--- config.mk ---
export PLATFORM = sky130hd
export DESIGN_NAME = lavm_front
export DESIGN_NICKNAME = d
export VERILOG_FILES = /design/src/sv/lavm_pkg.sv /design/src/sv/lavm_front.sv
export SDC_FILE = /design/constraint.sdc
export NUM_CORES = 1
export LEC_CHECK = 0
export BUFFER_PORTS_ARGS = -buffer_cell sky130_fd_sc_hd__buf_4
export CORE_ASPECT_RATIO = 0.6
export CORE_UTILIZATION = 55
export CTS_BUF_LIST = sky130_fd_sc_hd__clkbuf_16
export CTS_CLUSTER_SIZE = 30
export DETAILED_ROUTE_END_ITERATION = 16
export GPL_TIMING_DRIVEN = 0
export PLACE_DENSITY = 0.81
export SETUP_SLACK_MARGIN = 0.02
export SYNTH_ARGS = -nofsm -noshare
export SYNTH_HDL_FRONTEND = slang
export SYNTH_SLANG_ARGS = --single-unit
--- constraint.sdc ---
create_clock -name clk -period 15.74 [get_ports clk]
set_input_delay 3.935 -clock clk [delete_from_list [all_inputs] [get_ports clk]]
set_output_delay 3.935 -clock clk [all_outputs]
set_load 0.01 [all_outputs]
--- src/sv/lavm_pkg.sv ---
// Shared types, constants and the multiply-accumulate schedule of the look-at block.
`default_nettype none

package lavm_pkg;

    localparam int FRAC_BITS   = 16;
    localparam int IN_W        = 32;
    localparam int DIFF_W      = IN_W + 1;
    localparam int RAW_W       = 64;            // unnormalized vector component
    localparam int MAG_W       = 64;
    localparam int VEC_W       = 34;            // unit and upward components
    localparam int ACC_W       = 2 * VEC_W + 2;
    localparam int QUO_W       = FRAC_BITS + 1;
    localparam int DIV_CNT_W   = $clog2(QUO_W);
    localparam int LEN_W       = 32;
    localparam int SQRT_STEPS  = 32;
    localparam int SQRT_CNT_W  = $clog2(SQRT_STEPS);
    localparam int QUEUE_DEPTH = 2;
    localparam int QPTR_W      = $clog2(QUEUE_DEPTH);
    localparam int QCNT_W      = $clog2(QUEUE_DEPTH + 1);
    localparam int PC_W        = 5;
    localparam int SEL_W       = 5;

    localparam logic [MAG_W-1:0] NORM_HI = MAG_W'(1) << 30;
    localparam logic [MAG_W-1:0] NORM_LO = MAG_W'(1) << 29;

    typedef logic signed [IN_W-1:0]   word_t;
    typedef logic signed [DIFF_W-1:0] diff_t;
    typedef logic signed [RAW_W-1:0]  raw_t;
    typedef logic        [MAG_W-1:0]  mag_t;
    typedef logic signed [VEC_W-1:0]  vec_t;
    typedef logic signed [ACC_W-1:0]  acc_t;

    typedef struct packed {
        word_t [2:0] eye;
        diff_t [2:0] dir;
        word_t [2:0] up;
        logic        fzero;
    } item_t;

    typedef struct packed {
        logic [3:0] idx;
        word_t      value;
        logic       last;
        logic       degen;
    } result_t;

    // operand sources of the shared multiplier
    localparam logic [SEL_W-1:0] SRC_M0 = 5'd0,  SRC_M1 = 5'd1,  SRC_M2 = 5'd2;
    localparam logic [SEL_W-1:0] SRC_F0 = 5'd3,  SRC_F1 = 5'd4,  SRC_F2 = 5'd5;
    localparam logic [SEL_W-1:0] SRC_S0 = 5'd6,  SRC_S1 = 5'd7,  SRC_S2 = 5'd8;
    localparam logic [SEL_W-1:0] SRC_U0 = 5'd9,  SRC_U1 = 5'd10, SRC_U2 = 5'd11;
    localparam logic [SEL_W-1:0] SRC_H0 = 5'd12, SRC_H1 = 5'd13, SRC_H2 = 5'd14;
    localparam logic [SEL_W-1:0] SRC_E0 = 5'd15, SRC_E1 = 5'd16, SRC_E2 = 5'd17;

    // where a finished sum goes
    localparam logic [2:0] DST_NONE = 3'd0;
    localparam logic [2:0] DST_SUM  = 3'd1;
    localparam logic [2:0] DST_V    = 3'd2;
    localparam logic [2:0] DST_U    = 3'd3;
    localparam logic [2:0] DST_T    = 3'd4;

    localparam logic [1:0] LANE_X = 2'd0, LANE_Y = 2'd1, LANE_Z = 2'd2;

    localparam logic [PC_W-1:0] PC_SQ    = 5'd0;
    localparam logic [PC_W-1:0] PC_CROSS = 5'd3;
    localparam logic [PC_W-1:0] PC_UP    = 5'd9;

    typedef struct packed {
        logic [SEL_W-1:0] a_sel;
        logic [SEL_W-1:0] b_sel;
        logic             sub;
        logic             first;
        logic             last;
        logic [2:0]       dest;
        logic [1:0]       lane;
    } mac_op_t;

    function automatic mac_op_t mac_op(input logic [PC_W-1:0] pc);
        mac_op_t op;
        case (pc)
            // sum of squares
            5'd0:  op = '{SRC_M0, SRC_M0, 1'b0, 1'b1, 1'b0, DST_NONE, LANE_X};
            5'd1:  op = '{SRC_M1, SRC_M1, 1'b0, 1'b0, 1'b0, DST_NONE, LANE_X};
            5'd2:  op = '{SRC_M2, SRC_M2, 1'b0, 1'b0, 1'b1, DST_SUM,  LANE_X};
            // forward x up hint
            5'd3:  op = '{SRC_F1, SRC_H2, 1'b0, 1'b1, 1'b0, DST_NONE, LANE_X};
            5'd4:  op = '{SRC_F2, SRC_H1, 1'b1, 1'b0, 1'b1, DST_V,    LANE_X};
            5'd5:  op = '{SRC_F2, SRC_H0, 1'b0, 1'b1, 1'b0, DST_NONE, LANE_X};
            5'd6:  op = '{SRC_F0, SRC_H2, 1'b1, 1'b0, 1'b1, DST_V,    LANE_Y};
            5'd7:  op = '{SRC_F0, SRC_H1, 1'b0, 1'b1, 1'b0, DST_NONE, LANE_X};
            5'd8:  op = '{SRC_F1, SRC_H0, 1'b1, 1'b0, 1'b1, DST_V,    LANE_Z};
            // side x forward
            5'd9:  op = '{SRC_S1, SRC_F2, 1'b0, 1'b1, 1'b0, DST_NONE, LANE_X};
            5'd10: op = '{SRC_S2, SRC_F1, 1'b1, 1'b0, 1'b1, DST_U,    LANE_X};
            5'd11: op = '{SRC_S2, SRC_F0, 1'b0, 1'b1, 1'b0, DST_NONE, LANE_X};
            5'd12: op = '{SRC_S0, SRC_F2, 1'b1, 1'b0, 1'b1, DST_U,    LANE_Y};
            5'd13: op = '{SRC_S0, SRC_F1, 1'b0, 1'b1, 1'b0, DST_NONE, LANE_X};
            5'd14: op = '{SRC_S1, SRC_F0, 1'b1, 1'b0, 1'b1, DST_U,    LANE_Z};
            // translation dot products
            5'd15: op = '{SRC_S0, SRC_E0, 1'b0, 1'b1, 1'b0, DST_NONE, LANE_X};
            5'd16: op = '{SRC_S1, SRC_E1, 1'b0, 1'b0, 1'b0, DST_NONE, LANE_X};
            5'd17: op = '{SRC_S2, SRC_E2, 1'b0, 1'b0, 1'b1, DST_T,    LANE_X};
            5'd18: op = '{SRC_U0, SRC_E0, 1'b0, 1'b1, 1'b0, DST_NONE, LANE_X};
            5'd19: op = '{SRC_U1, SRC_E1, 1'b0, 1'b0, 1'b0, DST_NONE, LANE_X};
            5'd20: op = '{SRC_U2, SRC_E2, 1'b0, 1'b0, 1'b1, DST_T,    LANE_Y};
            5'd21: op = '{SRC_F0, SRC_E0, 1'b0, 1'b1, 1'b0, DST_NONE, LANE_X};
            5'd22: op = '{SRC_F1, SRC_E1, 1'b0, 1'b0, 1'b0, DST_NONE, LANE_X};
            5'd23: op = '{SRC_F2, SRC_E2, 1'b0, 1'b0, 1'b1, DST_T,    LANE_Z};
            default: op = '0;
        endcase
        return op;
    endfunction

    function automatic word_t sat_word(input acc_t x);
        word_t r;
        if (x[ACC_W-1:IN_W-1] == '0 || x[ACC_W-1:IN_W-1] == '1)
            r = x[IN_W-1:0];
        else if (x[ACC_W-1])
            r = {1'b1, {(IN_W-1){1'b0}}};
        else
            r = {1'b0, {(IN_W-1){1'b1}}};
        return r;
    endfunction

endpackage

`default_nettype wire

--- src/sv/lavm_front.sv ---
// Front end: takes items, forms the view direction, flags a zero one, queues them.
`default_nettype none

module lavm_front
    import lavm_pkg::*;
(
    input  wire logic  clk,
    input  wire logic  rst_n,
    input  wire logic  push,
    output logic       full,
    input  wire word_t eye_x,
    input  wire word_t eye_y,
    input  wire word_t eye_z,
    input  wire word_t target_x,
    input  wire word_t target_y,
    input  wire word_t target_z,
    input  wire word_t up_hint_x,
    input  wire word_t up_hint_y,
    input  wire word_t up_hint_z,
    output logic       item_valid,
    output item_t      item,
    input  wire logic  item_take
);

    item_t              q_reg [QUEUE_DEPTH];
    logic [QPTR_W-1:0]  wr_ptr_reg, wr_ptr_next;
    logic [QPTR_W-1:0]  rd_ptr_reg, rd_ptr_next;
    logic [QCNT_W-1:0]  count_reg, count_next;
    item_t              new_item;
    logic               do_push, do_pop;

    always_comb
    begin
        new_item.eye[0] = eye_x;
        new_item.eye[1] = eye_y;
        new_item.eye[2] = eye_z;
        new_item.up[0]  = up_hint_x;
        new_item.up[1]  = up_hint_y;
        new_item.up[2]  = up_hint_z;
        new_item.dir[0] = DIFF_W'(target_x) - DIFF_W'(eye_x);
        new_item.dir[1] = DIFF_W'(target_y) - DIFF_W'(eye_y);
        new_item.dir[2] = DIFF_W'(target_z) - DIFF_W'(eye_z);
        new_item.fzero  = (target_x == eye_x) && (target_y == eye_y) && (target_z == eye_z);
    end

    assign full       = (count_reg == QCNT_W'(QUEUE_DEPTH));
    assign item_valid = (count_reg != '0);
    assign item       = q_reg[rd_ptr_reg];
    assign do_push    = push && !full;
    assign do_pop     = item_take && item_valid;

    always_comb
    begin
        wr_ptr_next = wr_ptr_reg;
        rd_ptr_next = rd_ptr_reg;
        count_next  = count_reg;
        if (do_push)
            wr_ptr_next = (wr_ptr_reg == QPTR_W'(QUEUE_DEPTH - 1)) ? '0 : wr_ptr_reg + 1'b1;
        if (do_pop)
            rd_ptr_next = (rd_ptr_reg == QPTR_W'(QUEUE_DEPTH - 1)) ? '0 : rd_ptr_reg + 1'b1;
        if (do_push && !do_pop)
            count_next = count_reg + 1'b1;
        else if (do_pop && !do_push)
            count_next = count_reg - 1'b1;
    end

    always_ff @(posedge clk or negedge rst_n)
    begin
        if (!rst_n)
        begin
            wr_ptr_reg <= '0;
            rd_ptr_reg <= '0;
            count_reg  <= '0;
        end
        else
        begin
            wr_ptr_reg <= wr_ptr_next;
            rd_ptr_reg <= rd_ptr_next;
            count_reg  <= count_next;
        end
    end

    always_ff @(posedge clk)
    begin
        if (do_push)
            q_reg[wr_ptr_reg] <= new_item;
    end

endmodule

`default_nettype wire

Word level (Yosys, flattened, before mapping)

Memory sizes are Yosys's and may differ from the RTL's.
Index checks and enable logic that the tools add are counted.

Word-level logic and storage cells: 32
Bits in writable memories: 584
Memories kept: 1
Input port bits: 292
Register bits: 4

Memory list:

| name  | depth | width | read ports | clocked after memory_dff | write ports | line             | text |
|---|---|---|---|---|---|---|---|
| q_reg | 2     | 292   | 1          | 0                        | 1           | lavm_front.sv:25 | `item_t q_reg [QUEUE_DEPTH];` |

Equality and inequality tests: 4
Muxes and demuxes: 6
$add $sub $neg: 7
Reductions and logical operators: 11

Operators by type and width:

| kind                | number |
|---|---|
| $sub 32x32->33      | 3 |
| $eq 32x32->1        | 3 |
| $logic_and 1x1->1   | 6 |
| $mux 1              | 4 |
| $mux 2              | 2 |
| $reduce_bool 2->1   | 2 |
| $logic_not 1->1     | 3 |
| $add 1x1->1 const B | 2 |
| $add 2x1->2 const B | 1 |
| $eq 2x2->1 const B  | 1 |
| $sub 2x1->2 const B | 1 |

Depth between registers and ports, before layout

Word-level depth: 7
Mapped depth: 11
Mapped depth without buffers: 11

Worst setup path before layout

Ideal clock, no wire load.

Kind: input-to-reg
Start: in push
End: mem q_reg[0][0] (netlist bit) (enable)
Arrival time: 16.114 ns
Data required time: 14.790 ns
Setup slack: -1.325 ns
Stages: 2
Cell sequence: nand2_1 > nor2_1

Cells in the longest elaborated chain, start to end: 3

Ends and longest elaborated chain:

| element                      | line             | text |
|---|---|---|
| start: declaration           | lavm_front.sv:9  | `input wire logic push,` |
| $logic_and 1x1->1            | lavm_front.sv:49 | `assign do_push = push && !full;` |
| $mux 1                       | lavm_front.sv:85 | `if (do_push)` |
| $mux 1 (implied by the code) | lavm_front.sv:86 | `q_reg[wr_ptr_reg] <= new_item;` |
| end: declaration             | lavm_front.sv:25 |  |

No other way between the ends.

==> impl_metrics.yaml <==
pwr:
  powerDensity_nw_per_um2: 168
  cellLeakagePower_nw: 13.6
  irDropWorstVdd_v: 0.000119
layout:
  area_growth_pct: 27.7
  final_area_um2: 34200
  drive_above_1_share: 0.397
  largest_reg_flops: 584
  nets: 2844
worst_setup_path:
  crit_buf_inv: 4
  crit_required_ps: 11810
  slowest_delay_ps: 900
  cp_slowest_cell: "clkbuf_1"
  path_class: "reg2out"
  cp-start-kind: "flip-flop"
  crit_family: "buffers and inverters"
  end_kind: "output port"
  arrival_ps: 3570
  path_max_fanout: 10
  crit_chain: "clkbuf_1, clkbuf_1, clkbuf_1, mux2_2, buf_4"
  crit_top_cell: "clkbuf_1"
cts:
  clkTransAtPathRegs_ps: 70
  cts_max_path_buffers: 3
  htree_levels: 2
  numCtsBuffers: 52
  cts_tree: "done"
  cts.sinks: 588
  hold_buffers: 0
  cts-root-buf: "clkbuf_16"
  cts_resized: 0
  cts_setup_buffers: 0
  clock_latency_ps: 590
synth:
  synth_cell_type_count: 65
  synth_most_common_cell: "edfxtp_1"
  ys_async_sr_fraction: 0.00680
  synth_area_um2: 26800
  ys_top_cells_by_area: "edfxtp_1, mux2_2, ha_1, xnor2_1, inv_1"
  yosysTopAreaCell: "edfxtp_1"
  synth_common_cells: "edfxtp_1, mux2_2, inv_1"
  synth-edff-count: 584
  syn_avg_cell_area_um2: 14.9
  synth-seq-cells: 588
  synth-main-ff-cell: "edfxtp_1"
  synthCells: 1797
  synth_top_area_frac: 0.655
  ys_warn_count: 0
  synth_sequential_area_ratio: 0.659
  syn_nets: 2189
drt:
  vias: 17700
  drtPass1Iterations: 6
  routedWlPerCell_um: 22.3
  drc: 0
  vias_per_cell: 5.64
  antenna_left: 0
  drtIter0Drc: 1233
  drt_wl_total_mm: 70.1
die:
  initial_utilization: 0.558
  die_area_um2: 49600
  dieHeight_um: 173
  core_um2: 47900
  num_io_pins: 586
  die_x_um: 287
  num_rows: 62
status:
  outcome: "complete, no violations"
placement:
  io_buffers: 585
  gp_congestion: 0.919
  dp_hpwl_mm: 52.1
  placed_area_um2: 32300
global_routing:
  antenna_found_initial: 4
  grt_pass1_vias: 17800
  grt_max_degree: 65
  grt_pass1_wl_mm: 105
  grt_overflow: 0
  gr-usage-all-layers: 0.277
sta:
  grt_setup_unrepaired: "no"
  slew_violations: 0
  fmax_mhz: 133
  tns_ps: 0
  hold_viol: 0
  clock_skew_ps: 26.8
  fin_crit_sh: 0.477
  fin_crit_ps: 7510
  relSlewSlack: 0.224
  tightestPinTransition_ps: 1160
  setup_viol: 0
worst_hold_path:
  hold_path.class: "reg2reg"
run:
  max_cap_viol_count: 0
## stage by stage
stage	hold WS [ps]	std cells	power [mW]	utilization	setup WS [ps]
after floorplan	456	1797	3.49	-	3630
after global placement	471	3022	4.47	0.666	-558
after detailed placement	500	3038	4.40	0.674	8830
after CTS	509	3136	5.79	0.713	8170
after global routing	532	3139	5.98	0.713	8110
final	511	3139	5.76	0.713	8230
## cell usage in the layout, fill, tap and decap left out, drive strengths merged, types with 22 or more instances in the layout
cell type,synthesis,routed
a21o,43,43
a21oi,88,88
buf,1,602
clkbuf,50,104
edfxtp,584,584
ha,97,97
inv,130,140
mux2,293,293
nand2,75,75
nand3,22,22
nor2,79,79
o21ai,45,45
xnor2,56,56
xor2,27,27
## routing by layer
metal	GRT usage	vias up	wire (um)
met1	0.369	8797	28800
met5	0	-	0
met3	0.0497	108	4670
met4	0.0782	0	1810
met2	0.467	689	34800
li1	-	8104	-
## worst paths after layout
path,depth (start not counted),from,endpoint,slack [ps]
worst min-delay path,1,count_reg[1],count_reg[1],510
worst min register to register,1,count_reg[1],count_reg[1],510
min in group asynchronous,1,rst_n,count_reg[0],3130
worst max register to register,8,count_reg[0],q_reg[0][115],12960
max in group asynchronous,1,rst_n,rd_ptr_reg,12510
worst max-delay path,5,rd_ptr_reg,item[267],8230
## report_power, final
part / switching, mW / internal (mW) / total [mW]
sequential: 0.0808 / 2.18 / 2.26
clock: 0.570 / 0.803 / 1.37
combinational: 1.13 / 0.999 / 2.12
total: 1.78 / 3.98 / 5.76
## cell families after synthesis
group	Yosys count	synth area share
flops	588	0.659
mux	295	0.124
simple gates	278	0.0506
compound gates	272	0.0660
buf+inv	181	0.0254
fa+ha+maj	100	0.0476
xor+xnor	83	0.0272
## final cells by class
cell class	instances	area, um^2
fillers	3126	13800
inverters	130	488
well taps	640	801
multi-input cells	1028	8450
clock buffers	54	1350
plain buffers	51	193
diodes	3	7.51
flip-flops and latches	588	17600
repair buffers	601	4750
clock inverters	44	495
(Power assumes the default switching activity.)
