<file path="config.mk">
export PLATFORM = sky130hd
export DESIGN_NAME = lavm_out_queue
export DESIGN_NICKNAME = d
export VERILOG_FILES = /design/src/sv/lavm_pkg.sv /design/src/sv/lavm_out_queue.sv
export SDC_FILE = /design/constraint.sdc
export NUM_CORES = 1
export LEC_CHECK = 0
export ABC_AREA = 1
export BUFFER_PORTS_ARGS = -buffer_cell sky130_fd_sc_hd__clkbuf_2
export CELL_PAD_IN_SITES_DETAIL_PLACEMENT = 1
export CELL_PAD_IN_SITES_GLOBAL_PLACEMENT = 2
export CORE_MARGIN = 3
export CORE_UTILIZATION = 34
export DETAILED_ROUTE_END_ITERATION = 8
export PLACE_DENSITY = 0.89
export SLEW_MARGIN = 20
export SYNTH_ARGS = -nofsm -noshare
export SYNTH_HDL_FRONTEND = slang
export SYNTH_SLANG_ARGS = --single-unit
export TNS_END_PERCENT = 50
</file>
<file path="constraint.sdc">
create_clock -name clk -period 3 [get_ports clk]
set_input_delay 0.45 -clock clk [delete_from_list [all_inputs] [get_ports clk]]
set_output_delay 0.45 -clock clk [all_outputs]
set_load 0.02 [all_outputs]
</file>
<file path="src/sv/lavm_pkg.sv">
// Shared types, constants and the multiply-accumulate schedule of the look-at block.
`default_nettype none

package lavm_pkg;

    localparam int FRAC_BITS   = 16;
    localparam int IN_W        = 32;
    localparam int DIFF_W      = IN_W + 1;
    localparam int RAW_W       = 64;            // unnormalized vector component
    localparam int MAG_W       = 64;
    localparam int VEC_W       = 34;            // unit and upward components
    localparam int ACC_W       = 2 * VEC_W + 2;
    localparam int QUO_W       = FRAC_BITS + 1;
    localparam int DIV_CNT_W   = $clog2(QUO_W);
    localparam int LEN_W       = 32;
    localparam int SQRT_STEPS  = 32;
    localparam int SQRT_CNT_W  = $clog2(SQRT_STEPS);
    localparam int QUEUE_DEPTH = 2;
    localparam int QPTR_W      = $clog2(QUEUE_DEPTH);
    localparam int QCNT_W      = $clog2(QUEUE_DEPTH + 1);
    localparam int PC_W        = 5;
    localparam int SEL_W       = 5;

    localparam logic [MAG_W-1:0] NORM_HI = MAG_W'(1) << 30;
    localparam logic [MAG_W-1:0] NORM_LO = MAG_W'(1) << 29;

    typedef logic signed [IN_W-1:0]   word_t;
    typedef logic signed [DIFF_W-1:0] diff_t;
    typedef logic signed [RAW_W-1:0]  raw_t;
    typedef logic        [MAG_W-1:0]  mag_t;
    typedef logic signed [VEC_W-1:0]  vec_t;
    typedef logic signed [ACC_W-1:0]  acc_t;

    typedef struct packed {
        word_t [2:0] eye;
        diff_t [2:0] dir;
        word_t [2:0] up;
        logic        fzero;
    } item_t;

    typedef struct packed {
        logic [3:0] idx;
        word_t      value;
        logic       last;
        logic       degen;
    } result_t;

    // operand sources of the shared multiplier
    localparam logic [SEL_W-1:0] SRC_M0 = 5'd0,  SRC_M1 = 5'd1,  SRC_M2 = 5'd2;
    localparam logic [SEL_W-1:0] SRC_F0 = 5'd3,  SRC_F1 = 5'd4,  SRC_F2 = 5'd5;
    localparam logic [SEL_W-1:0] SRC_S0 = 5'd6,  SRC_S1 = 5'd7,  SRC_S2 = 5'd8;
    localparam logic [SEL_W-1:0] SRC_U0 = 5'd9,  SRC_U1 = 5'd10, SRC_U2 = 5'd11;
    localparam logic [SEL_W-1:0] SRC_H0 = 5'd12, SRC_H1 = 5'd13, SRC_H2 = 5'd14;
    localparam logic [SEL_W-1:0] SRC_E0 = 5'd15, SRC_E1 = 5'd16, SRC_E2 = 5'd17;

    // where a finished sum goes
    localparam logic [2:0] DST_NONE = 3'd0;
    localparam logic [2:0] DST_SUM  = 3'd1;
    localparam logic [2:0] DST_V    = 3'd2;
    localparam logic [2:0] DST_U    = 3'd3;
    localparam logic [2:0] DST_T    = 3'd4;

    localparam logic [1:0] LANE_X = 2'd0, LANE_Y = 2'd1, LANE_Z = 2'd2;

    localparam logic [PC_W-1:0] PC_SQ    = 5'd0;
    localparam logic [PC_W-1:0] PC_CROSS = 5'd3;
    localparam logic [PC_W-1:0] PC_UP    = 5'd9;

    typedef struct packed {
        logic [SEL_W-1:0] a_sel;
        logic [SEL_W-1:0] b_sel;
        logic             sub;
        logic             first;
        logic             last;
        logic [2:0]       dest;
        logic [1:0]       lane;
    } mac_op_t;

    function automatic mac_op_t mac_op(input logic [PC_W-1:0] pc);
        mac_op_t op;
        case (pc)
            // sum of squares
            5'd0:  op = '{SRC_M0, SRC_M0, 1'b0, 1'b1, 1'b0, DST_NONE, LANE_X};
            5'd1:  op = '{SRC_M1, SRC_M1, 1'b0, 1'b0, 1'b0, DST_NONE, LANE_X};
            5'd2:  op = '{SRC_M2, SRC_M2, 1'b0, 1'b0, 1'b1, DST_SUM,  LANE_X};
            // forward x up hint
            5'd3:  op = '{SRC_F1, SRC_H2, 1'b0, 1'b1, 1'b0, DST_NONE, LANE_X};
            5'd4:  op = '{SRC_F2, SRC_H1, 1'b1, 1'b0, 1'b1, DST_V,    LANE_X};
            5'd5:  op = '{SRC_F2, SRC_H0, 1'b0, 1'b1, 1'b0, DST_NONE, LANE_X};
            5'd6:  op = '{SRC_F0, SRC_H2, 1'b1, 1'b0, 1'b1, DST_V,    LANE_Y};
            5'd7:  op = '{SRC_F0, SRC_H1, 1'b0, 1'b1, 1'b0, DST_NONE, LANE_X};
            5'd8:  op = '{SRC_F1, SRC_H0, 1'b1, 1'b0, 1'b1, DST_V,    LANE_Z};
            // side x forward
            5'd9:  op = '{SRC_S1, SRC_F2, 1'b0, 1'b1, 1'b0, DST_NONE, LANE_X};
            5'd10: op = '{SRC_S2, SRC_F1, 1'b1, 1'b0, 1'b1, DST_U,    LANE_X};
            5'd11: op = '{SRC_S2, SRC_F0, 1'b0, 1'b1, 1'b0, DST_NONE, LANE_X};
            5'd12: op = '{SRC_S0, SRC_F2, 1'b1, 1'b0, 1'b1, DST_U,    LANE_Y};
            5'd13: op = '{SRC_S0, SRC_F1, 1'b0, 1'b1, 1'b0, DST_NONE, LANE_X};
            5'd14: op = '{SRC_S1, SRC_F0, 1'b1, 1'b0, 1'b1, DST_U,    LANE_Z};
            // translation dot products
            5'd15: op = '{SRC_S0, SRC_E0, 1'b0, 1'b1, 1'b0, DST_NONE, LANE_X};
            5'd16: op = '{SRC_S1, SRC_E1, 1'b0, 1'b0, 1'b0, DST_NONE, LANE_X};
            5'd17: op = '{SRC_S2, SRC_E2, 1'b0, 1'b0, 1'b1, DST_T,    LANE_X};
            5'd18: op = '{SRC_U0, SRC_E0, 1'b0, 1'b1, 1'b0, DST_NONE, LANE_X};
            5'd19: op = '{SRC_U1, SRC_E1, 1'b0, 1'b0, 1'b0, DST_NONE, LANE_X};
            5'd20: op = '{SRC_U2, SRC_E2, 1'b0, 1'b0, 1'b1, DST_T,    LANE_Y};
            5'd21: op = '{SRC_F0, SRC_E0, 1'b0, 1'b1, 1'b0, DST_NONE, LANE_X};
            5'd22: op = '{SRC_F1, SRC_E1, 1'b0, 1'b0, 1'b0, DST_NONE, LANE_X};
            5'd23: op = '{SRC_F2, SRC_E2, 1'b0, 1'b0, 1'b1, DST_T,    LANE_Z};
            default: op = '0;
        endcase
        return op;
    endfunction

    function automatic word_t sat_word(input acc_t x);
        word_t r;
        if (x[ACC_W-1:IN_W-1] == '0 || x[ACC_W-1:IN_W-1] == '1)
            r = x[IN_W-1:0];
        else if (x[ACC_W-1])
            r = {1'b1, {(IN_W-1){1'b0}}};
        else
            r = {1'b0, {(IN_W-1){1'b1}}};
        return r;
    endfunction

endpackage

`default_nettype wire

</file>
<file path="src/sv/lavm_out_queue.sv">
// Result queue between the engine and the output ports.
`default_nettype none

module lavm_out_queue
    import lavm_pkg::*;
(
    input  wire logic    clk,
    input  wire logic    rst_n,
    input  wire logic    wr_en,
    input  wire result_t wr_data,
    output logic         full,
    output logic         empty,
    input  wire logic    pop,
    output result_t      rd_data
);

    result_t            q_reg [QUEUE_DEPTH];
    logic [QPTR_W-1:0]  wr_ptr_reg, wr_ptr_next;
    logic [QPTR_W-1:0]  rd_ptr_reg, rd_ptr_next;
    logic [QCNT_W-1:0]  count_reg, count_next;
    logic               do_push, do_pop;

    assign full    = (count_reg == QCNT_W'(QUEUE_DEPTH));
    assign empty   = (count_reg == '0);
    assign rd_data = q_reg[rd_ptr_reg];
    assign do_push = wr_en && !full;
    assign do_pop  = pop && !empty;

    always_comb
    begin
        wr_ptr_next = wr_ptr_reg;
        rd_ptr_next = rd_ptr_reg;
        count_next  = count_reg;
        if (do_push)
            wr_ptr_next = (wr_ptr_reg == QPTR_W'(QUEUE_DEPTH - 1)) ? '0 : wr_ptr_reg + 1'b1;
        if (do_pop)
            rd_ptr_next = (rd_ptr_reg == QPTR_W'(QUEUE_DEPTH - 1)) ? '0 : rd_ptr_reg + 1'b1;
        if (do_push && !do_pop)
            count_next = count_reg + 1'b1;
        else if (do_pop && !do_push)
            count_next = count_reg - 1'b1;
    end

    always_ff @(posedge clk or negedge rst_n)
    begin
        if (!rst_n)
        begin
            wr_ptr_reg <= '0;
            rd_ptr_reg <= '0;
            count_reg  <= '0;
        end
        else
        begin
            wr_ptr_reg <= wr_ptr_next;
            rd_ptr_reg <= rd_ptr_next;
            count_reg  <= count_next;
        end
    end

    always_ff @(posedge clk)
    begin
        if (do_push)
            q_reg[wr_ptr_reg] <= wr_data;
    end

endmodule

`default_nettype wire

</file>
### Word level (Yosys, flattened, before mapping)

Memory sizes are Yosys's and may differ from the RTL's.
Index checks and enable logic that the tools add are counted.

| word-level totals | value |
|---|---|
| memories | 1 |
| flip-flop bits (word level) | 4 |
| memory bits (writable) | 76 |
| bits in read-only memories | 0 |
| bits in latches | 0 |
| output and inout bits | 40 |

| operators by class | value |
|---|---|
| order comparisons | 0 |
| multiplexer cells | 6 |
| bitwise gates (word level) | 0 |
| add/sub/neg operators | 4 |
| multipliers | 0 |
| shift-type cells | 0 |
| div/mod/pow operators | 0 |
| equal/unequal tests | 1 |
| reductions and logical operators | 10 |

Memories:

| memory | depth | width | rd ports | clocked after Yosys merged registers in | write ports | line | source |
|---|---|---|---|---|---|---|---|
| q_reg | 2 | 38 | 1 | 0 | 1 | lavm_out_queue.sv:17 | `result_t q_reg [QUEUE_DEPTH];` |

Operator list:

| cell | count |
|---|---|
| $logic_and 1x1->1 | 4 |
| $logic_not 1->1 | 4 |
| $mux 1 | 4 |
| $mux 2 | 2 |
| $add 1x1->1 const B | 2 |
| $add 2x1->2 const B | 1 |
| $eq 2x2->1 const B | 1 |
| $logic_not 2->1 | 1 |
| $reduce_bool 2->1 | 1 |
| $sub 2x1->2 const B | 1 |

### Longest topological paths before layout

Gate-level depths: netlist (run 1).

| depth | value |
|---|---|
| depth after elaboration | 7 |
| depth in mapped cells | 9 |

### Least setup slack after synthesis (run 1)

Ideal clock, no wire load.

| timing path | value |
|---|---|
| path kind | register to register |
| start | register count_reg[1] |
| end | memory q_reg[1][0] (netlist bit), enable pin |
| data arrival time | 2.170 ns |
| setup time | 0.433 ns |
| path slack | 0.396 ns |
| stages on the path, launching flop included | 4 |
| period minus slack after synthesis | 2.604 ns |
| cells stage by stage | dfrtp_1 > inv_1 > o21ai_0 > nor2_1 |

| on the way | value |
|---|---|
| longest elaborated chain between the ends | 5 |

RTL lines:

| what | line | source |
|---|---|---|
| start, declared | lavm_out_queue.sv:20 | `logic [QCNT_W-1:0] count_reg, count_next;` |
| start signal, assigned | lavm_out_queue.sv:56 | `count_reg <= count_next;` |
| $eq 2x2->1 | lavm_out_queue.sv:23 | `assign full = (count_reg == QCNT_W'(QUEUE_DEPTH));` |
| $logic_not 1->1 | lavm_out_queue.sv:26 | `assign do_push = wr_en && !full;` |
| $logic_and 1x1->1 | lavm_out_queue.sv:26 |  |
| $mux 1 | lavm_out_queue.sv:62 | `if (do_push)` |
| $mux 1 (implied by the code) | lavm_out_queue.sv:63 | `q_reg[wr_ptr_reg] <= wr_data;` |
| end, declared | lavm_out_queue.sv:17 |  |

No other way between the ends.

==> results.sh, run 1 <==
export IMPL_powerDensity_nw_per_um2=999.8
export IMPL_cts_buffers=9
export IMPL_largest_reg_flops=76
export IMPL_cts_sinks=80
export IMPL_dieArea_um2=9945
export IMPL_status="finished clean"
export IMPL_grt_total_usage_pct=12.13
export IMPL_drt_drc_violations_left=0
export IMPL_layout_common_cells="123 x nand2_1, 81 x clkbuf_2, 76 x edfxtp_1, 9 x clkbuf_8, 6 x inv_1"
export IMPL_finClkSkew_ns=0.008124
export IMPL_vias=1882
export IMPL_fin_crit_sh_pct=68.41
export IMPL_ios=82
export IMPL_ys_top_cells_by_area="edfxtp_1 76%, nand2_1 15%, dfrtp_1 3.4%, inv_1 0.88%, buf_2 0.84%"
export IMPL_setup_viol=0
export IMPL_final_nets=360
export IMPL_worstPathMaxFanout=39
export IMPL_postRouteAntennaNets=0
export IMPL_ir_drop_mv=0.3902
export IMPL_cts_tree="built"
export IMPL_min_path_type="input pin to register"
export IMPL_die_w_um=99.73
export IMPL_die_y_um=99.73
export IMPL_synth_distinct_cells=14
export IMPL_diodes=0
export IMPL_drive_gt1_share_pct=31.06
export IMPL_synth_top_area_share_pct=76.41
export IMPL_core_um2=8382
export IMPL_max_freq_ghz=0.4873
export IMPL_drt_total_wl_um=5682
export IMPL_synthesis_area_um2=2987
export IMPL_syn_nets=273
export IMPL_initial_core_util_pct=35.63
export IMPL_syn_area_per_cell_um2=12.99
export IMPL_routedWlPerCell_um=13.31
export IMPL_n_fill_cell=927
export IMPL_crit_family="buffers and inverters"
export IMPL_cp_start_kind="register"
export IMPL_gp_congestion=0.6449
export IMPL_syn_inst=230
export IMPL_grt_overflow=0
export IMPL_crit_type="register to primary output"
export IMPL_grt_pass1_vias=1960
export IMPL_slowest_delay_ns=0.47
export IMPL_critPathArrivalTime_ns=1.60
export IMPL_end_kind="primary output"
export IMPL_dp_hpwl_um=3925
export IMPL_relSlewSlack_pct=44.51
export IMPL_synth_top_cell_by_area="edfxtp_1"
export IMPL_p_leak_nw=1.626
export IMPL_viasPerCell=4.407
export IMPL_h_tree_depth=3
export IMPL_area_delta_synth_final_pct=23.75
export IMPL_seq_area_frac_synth_pct=79.77
export IMPL_slowest_stage="inv_2"
export IMPL_crit_chain="inv_2 -> nand2_1 -> nand2_1 -> clkbuf_2"
export IMPL_crit_required_ns=2.55
export IMPL_yosysWarnings=0
export IMPL_cts_clk_slew_worst_paths_ns=0.08
export IMPL_whs_ns=0.3093
export IMPL_drt_iter0_markers=65
export IMPL_cap_violations=0
export IMPL_synth_seq_cells=80
export IMPL_slew_violations=0
export IMPL_cts_root_buffer="clkbuf_8"
export IMPL_finalSetupTns_ns=0
export IMPL_period_minus_slack_ns=2.052
export IMPL_hold_violations=0
export IMPL_worst_pin_slew_ns=0.8312
export IMPL_clock_latency_ns=0.33
export IMPL_grt_antenna_before_repair=0
export IMPL_worst_path_buf_inv=2
export IMPL_port_buffers=81
export IMPL_num_rows=33
export IMPL_cts_max_path_buffers=2
export IMPL_grt_max_degree=40
export IMPL_crit_path_frequent_cell="nand2_1"
export IMPL_grt_pass1_wl_um=9218
export IMPL_rsz0062_at_grt="no"
export IMPL_final_common_cell="nand2_1"
export IMPL_firstDrtPassIters=4
==> final timing paths <==
path                         startpoint           end  slack, ns  cells past startpoint
setup / recovery             rd_ptr_reg    rd_data[2]       0.95                      4
hold / removal              wr_data[31]  q_reg[1][31]       0.31                      1
setup reg to reg           count_reg[1]  q_reg[0][26]       1.19                      5
hold reg to reg              wr_ptr_reg    wr_ptr_reg       0.50                      2
max in group asynchronous         rst_n    rd_ptr_reg       2.41                      2
min in group asynchronous         rst_n    wr_ptr_reg       0.46                      2
==> repair_timing <==
item / 4_1_cts / 5_1_grt
gates resized for setup: 0 / 0
buffers inserted: 0 / 0
endpoints found under the setup margin: 0 / 0
hold buffers: 1 / 0
endpoints found under the hold margin: 4 / 0
==> per-layer routing <==
| layer | share of wire (%) | global-route usage, % | wire length, um | up-vias |
|---|---|---|---|---|
| li1 | - | - | - | 939 |
| met4 | 1.2 | 4.727 | 68 | 0 |
| met5 | 0 | 0 | 0 | - |
| met2 | 52 | 21.40 | 2949 | 56 |
| met1 | 41 | 14.23 | 2350 | 879 |
| met3 | 5.5 | 2.875 | 312 | 8 |
==> layout make-up <==
type	count	area, um^2	share of cell area, %
Clock buffer	10	127.6	3.453
Clock inverter	6	60.06	1.625
Inverter	8	30.03	0.8125
Multi-Input combinational cell	134	534.3	14.45
Sequential cell	80	2382	64.45
Tap cell	105	131.4	3.555
Timing Repair Buffer	84	430.4	11.65
==> worst register-to-register path, cell delays in order (launching register included) <==
cell	delay [ns]
dfrtp_1	0.41
inv_1	0.10
nor2_1	0.06
nor2_1	0.15
nand2_1	0.10
inv_2	0.62
==> synthesized netlist by cell type, drive strengths merged <==
library cell    n
ha              1
inv             8
xnor2           1
nand3b          1
buf             8
nor2            4
edfxtp         76
nand2         123
nand3           1
dfrtp           4
o21ai           2
nand4           1
==> through the flow <==
stage	instance area, um^2	utilization (%)	setup WS, ns	power [mW]	std cells
after global placement	3498	41.74	1.194	2.987	410
after global routing	3696	44.10	0.7379	3.978	427
after floorplan	2987	-	0.3964	2.555	230
after CTS	3696	44.10	0.8839	3.776	427
after detailed placement	3498	41.74	1.114	3.036	410
final	3696	44.10	0.9478	3.695	427
==> power breakdown <==
| group | switching (mW) | internal (mW) | leakage [nW] |
|---|---|---|---|
| registers | 0.0748 | 1.53 | 0.755 |
| clock network | 0.351 | 0.380 | 0.0937 |
| logic | 0.986 | 0.375 | 0.778 |
| total | 1.41 | 2.28 | 1.63 |
==> cell families (layout without fill, tap and decap cells) <==
group	after synthesis	count (layout)	synth area share [%]
compound gates	2	2	0.3352
fa+ha+maj	1	1	0.4189
flops	80	80	79.77
simple gates	130	130	16.59
xor+xnor	1	1	0.2933
buf+inv	16	108	2.597
(Power assumes the default switching activity.)
==> inputs of run 2 (changes only) <==
==> constraint.sdc (replaced) <==
create_clock -name clk -period 2.1 [get_ports clk]
set_input_delay 0.315 -clock clk [delete_from_list [all_inputs] [get_ports clk]]
set_output_delay 0.315 -clock clk [all_outputs]
set_load 0.02 [all_outputs]
==> run 2 against run 1 <==
  * Wire length grew 7.3%
  * First-iteration DRC count shrank 48%
  * Worst setup slack lost 0.71 ns
  * Clock skew is essentially flat
  * Combinational power grew 55%
  * Power grew 50%
  * Global-route usage grew 0.77 points
  * Via count grew 0.74%
  * Count of clock-buffer cells in the layout shrank 1
  * Die area is the same
  * Clock power grew 61%
  * Register-to-register slack lost 0.80 ns
==> results.sh, run 2 (same netlist as run 1, synthesis figures left out) <==
export IMPL_worst_pin_slew_ns=0.5326
export IMPL_clock_latency_ns=0.34
export IMPL_n_fill_cell=925
export IMPL_crit_required_ns=1.78
export IMPL_period_minus_slack_ns=1.863
export IMPL_h_tree_depth=3
export IMPL_placed_area_um2=3538
export IMPL_relSlewSlack_pct=64.41
export IMPL_powerDensity_nw_per_um2=1469
export IMPL_setup_viol=0
export IMPL_die_y_um=99.73
export IMPL_gp_congestion=0.7410
export IMPL_rsz0062_at_grt="no"
export IMPL_crit_type="register to primary output"
export IMPL_die_w_um=99.73
export IMPL_cap_violations=0
export IMPL_finalSetupTns_ns=0
export IMPL_cts_max_path_buffers=2
export IMPL_cts_resized=0
export IMPL_initial_core_util_pct=35.63
export IMPL_grt_antenna_before_repair=0
export IMPL_drt_total_wl_um=6096
export IMPL_viasPerCell=4.420
export IMPL_worstPathMaxFanout=21
export IMPL_cts_clk_slew_worst_paths_ns=0.08
export IMPL_ios=82
export IMPL_port_buffers=81
export IMPL_ir_drop_mv=0.5739
export IMPL_dp_hpwl_um=4105
export IMPL_routedWlPerCell_um=14.21
export IMPL_cp_start_kind="register"
export IMPL_grt_pass1_vias=1971
export IMPL_status="finished clean"
export IMPL_fin_util_pct=45.16
export IMPL_final_common_cell="nand2_1"
export IMPL_grt_max_degree=40
export IMPL_cts_sinks=80
export IMPL_max_freq_ghz=0.5367
export IMPL_grt_pass1_wl_um=9708
export IMPL_finClkSkew_ns=0.007638
export IMPL_postRouteAntennaNets=0
export IMPL_cts_tree="built"
export IMPL_drt_drc_violations_left=0
export IMPL_end_kind="primary output"
export IMPL_min_path_type="input pin to register"
export IMPL_vias=1896
export IMPL_final_cell_area_um2=3785
export IMPL_p_leak_nw=1.664
export IMPL_diodes=0
export IMPL_critPathArrivalTime_ns=1.55
export IMPL_ff_latch_area_um2=2382
export IMPL_firstDrtPassIters=4
export IMPL_slew_violations=0
export IMPL_crit_path_frequent_cell="nand2_1"
export IMPL_hold_violations=0
export IMPL_fin_crit_sh_pct=88.73
export IMPL_crit_chain="inv_2 -> buf_12 -> nand2_1 -> nand2_1 -> clkbuf_2"
export IMPL_num_rows=33
export IMPL_slowest_stage="dfrtp_1"
export IMPL_dieArea_um2=9945
export IMPL_slowest_delay_ns=0.39
export IMPL_cts_setup_buffers=0
export IMPL_drive_gt1_share_pct=32.10
export IMPL_layout_common_cells="123 x nand2_1, 81 x clkbuf_2, 76 x edfxtp_1, 9 x clkbuf_8, 6 x inv_1"
export IMPL_grt_total_usage_pct=12.91
export IMPL_area_delta_synth_final_pct=26.73
export IMPL_cts_buffers=9
export IMPL_drt_iter0_markers=34
export IMPL_largest_reg_flops=76
export IMPL_reg2reg_slack_ns=0.39
export IMPL_cts_root_buffer="clkbuf_8"
export IMPL_core_um2=8382
export IMPL_multi_input_area_um2=534.3
export IMPL_grt_overflow=0
export IMPL_final_nets=363
==> run 2: worst paths after layout <==
| path | start | cells past startpoint | to |
|---|---|---|---|
| setup / recovery | rd_ptr_reg | 5 | rd_data[30] |
| hold / removal | wr_data[6] | 1 | q_reg[0][6] |
| setup reg to reg | count_reg[1] | 4 | q_reg[1][30] |
| hold reg to reg | wr_ptr_reg | 2 | wr_ptr_reg |
| max in group asynchronous | rst_n | 2 | rd_ptr_reg |
| min in group asynchronous | rst_n | 2 | wr_ptr_reg |
==> run 2: what timing repair did <==
item                                    4_1_cts  5_1_grt
hold endpoints to repair                      4        0
endpoints found under the setup margin        0        0
hold buffers                                  1        0
==> run 2: final cells by class <==
cell class	instances	share of cell area, %
timing repair buffer	87	13.16
inverter	8	0.7934
sequential	80	62.94
tap	105	3.471
clock inverter	6	2.248
multi-input combinational	134	14.12
clock buffer	9	3.273
==> run 2: routing by layer <==
metal  track usage (%)  routed length [um]  up-vias
li1                  -                   -      942
met1             14.31                2417      889
met2             23.55                3287       55
met3             2.805                 317       10
met4             5.672                  73        0
met5                 0                   0        -
==> run 2: power by group <==
part / switching, mW / leakage, nW / internal, mW
Combinational: 1.47 / 0.807 / 0.635
Clock: 0.524 / 0.101 / 0.658
Sequential: 0.0962 / 0.755 / 2.18
Total: 2.09 / 1.66 / 3.47
==> run 2: stage by stage <==
step	setup slack (ns)	hold WS, ns	total power [mW]	std cells
after detailed placement	0.1249	0.1305	4.446	412
after floorplan	0.1128	0.01941	3.649	230
after CTS	0.1071	0.1376	5.642	428
final	0.2368	0.1619	5.561	429
after global placement	0.1788	0.1261	4.364	412
after global routing	0.07536	0.1409	5.951	429
==> run 2: critical path: cells and delay by family (launching register included) <==
kind	cells	cell delay (ns)
flip-flops	1	0.39
AND/OR/NAND/NOR	2	0.14
buffers and inverters	3	0.67
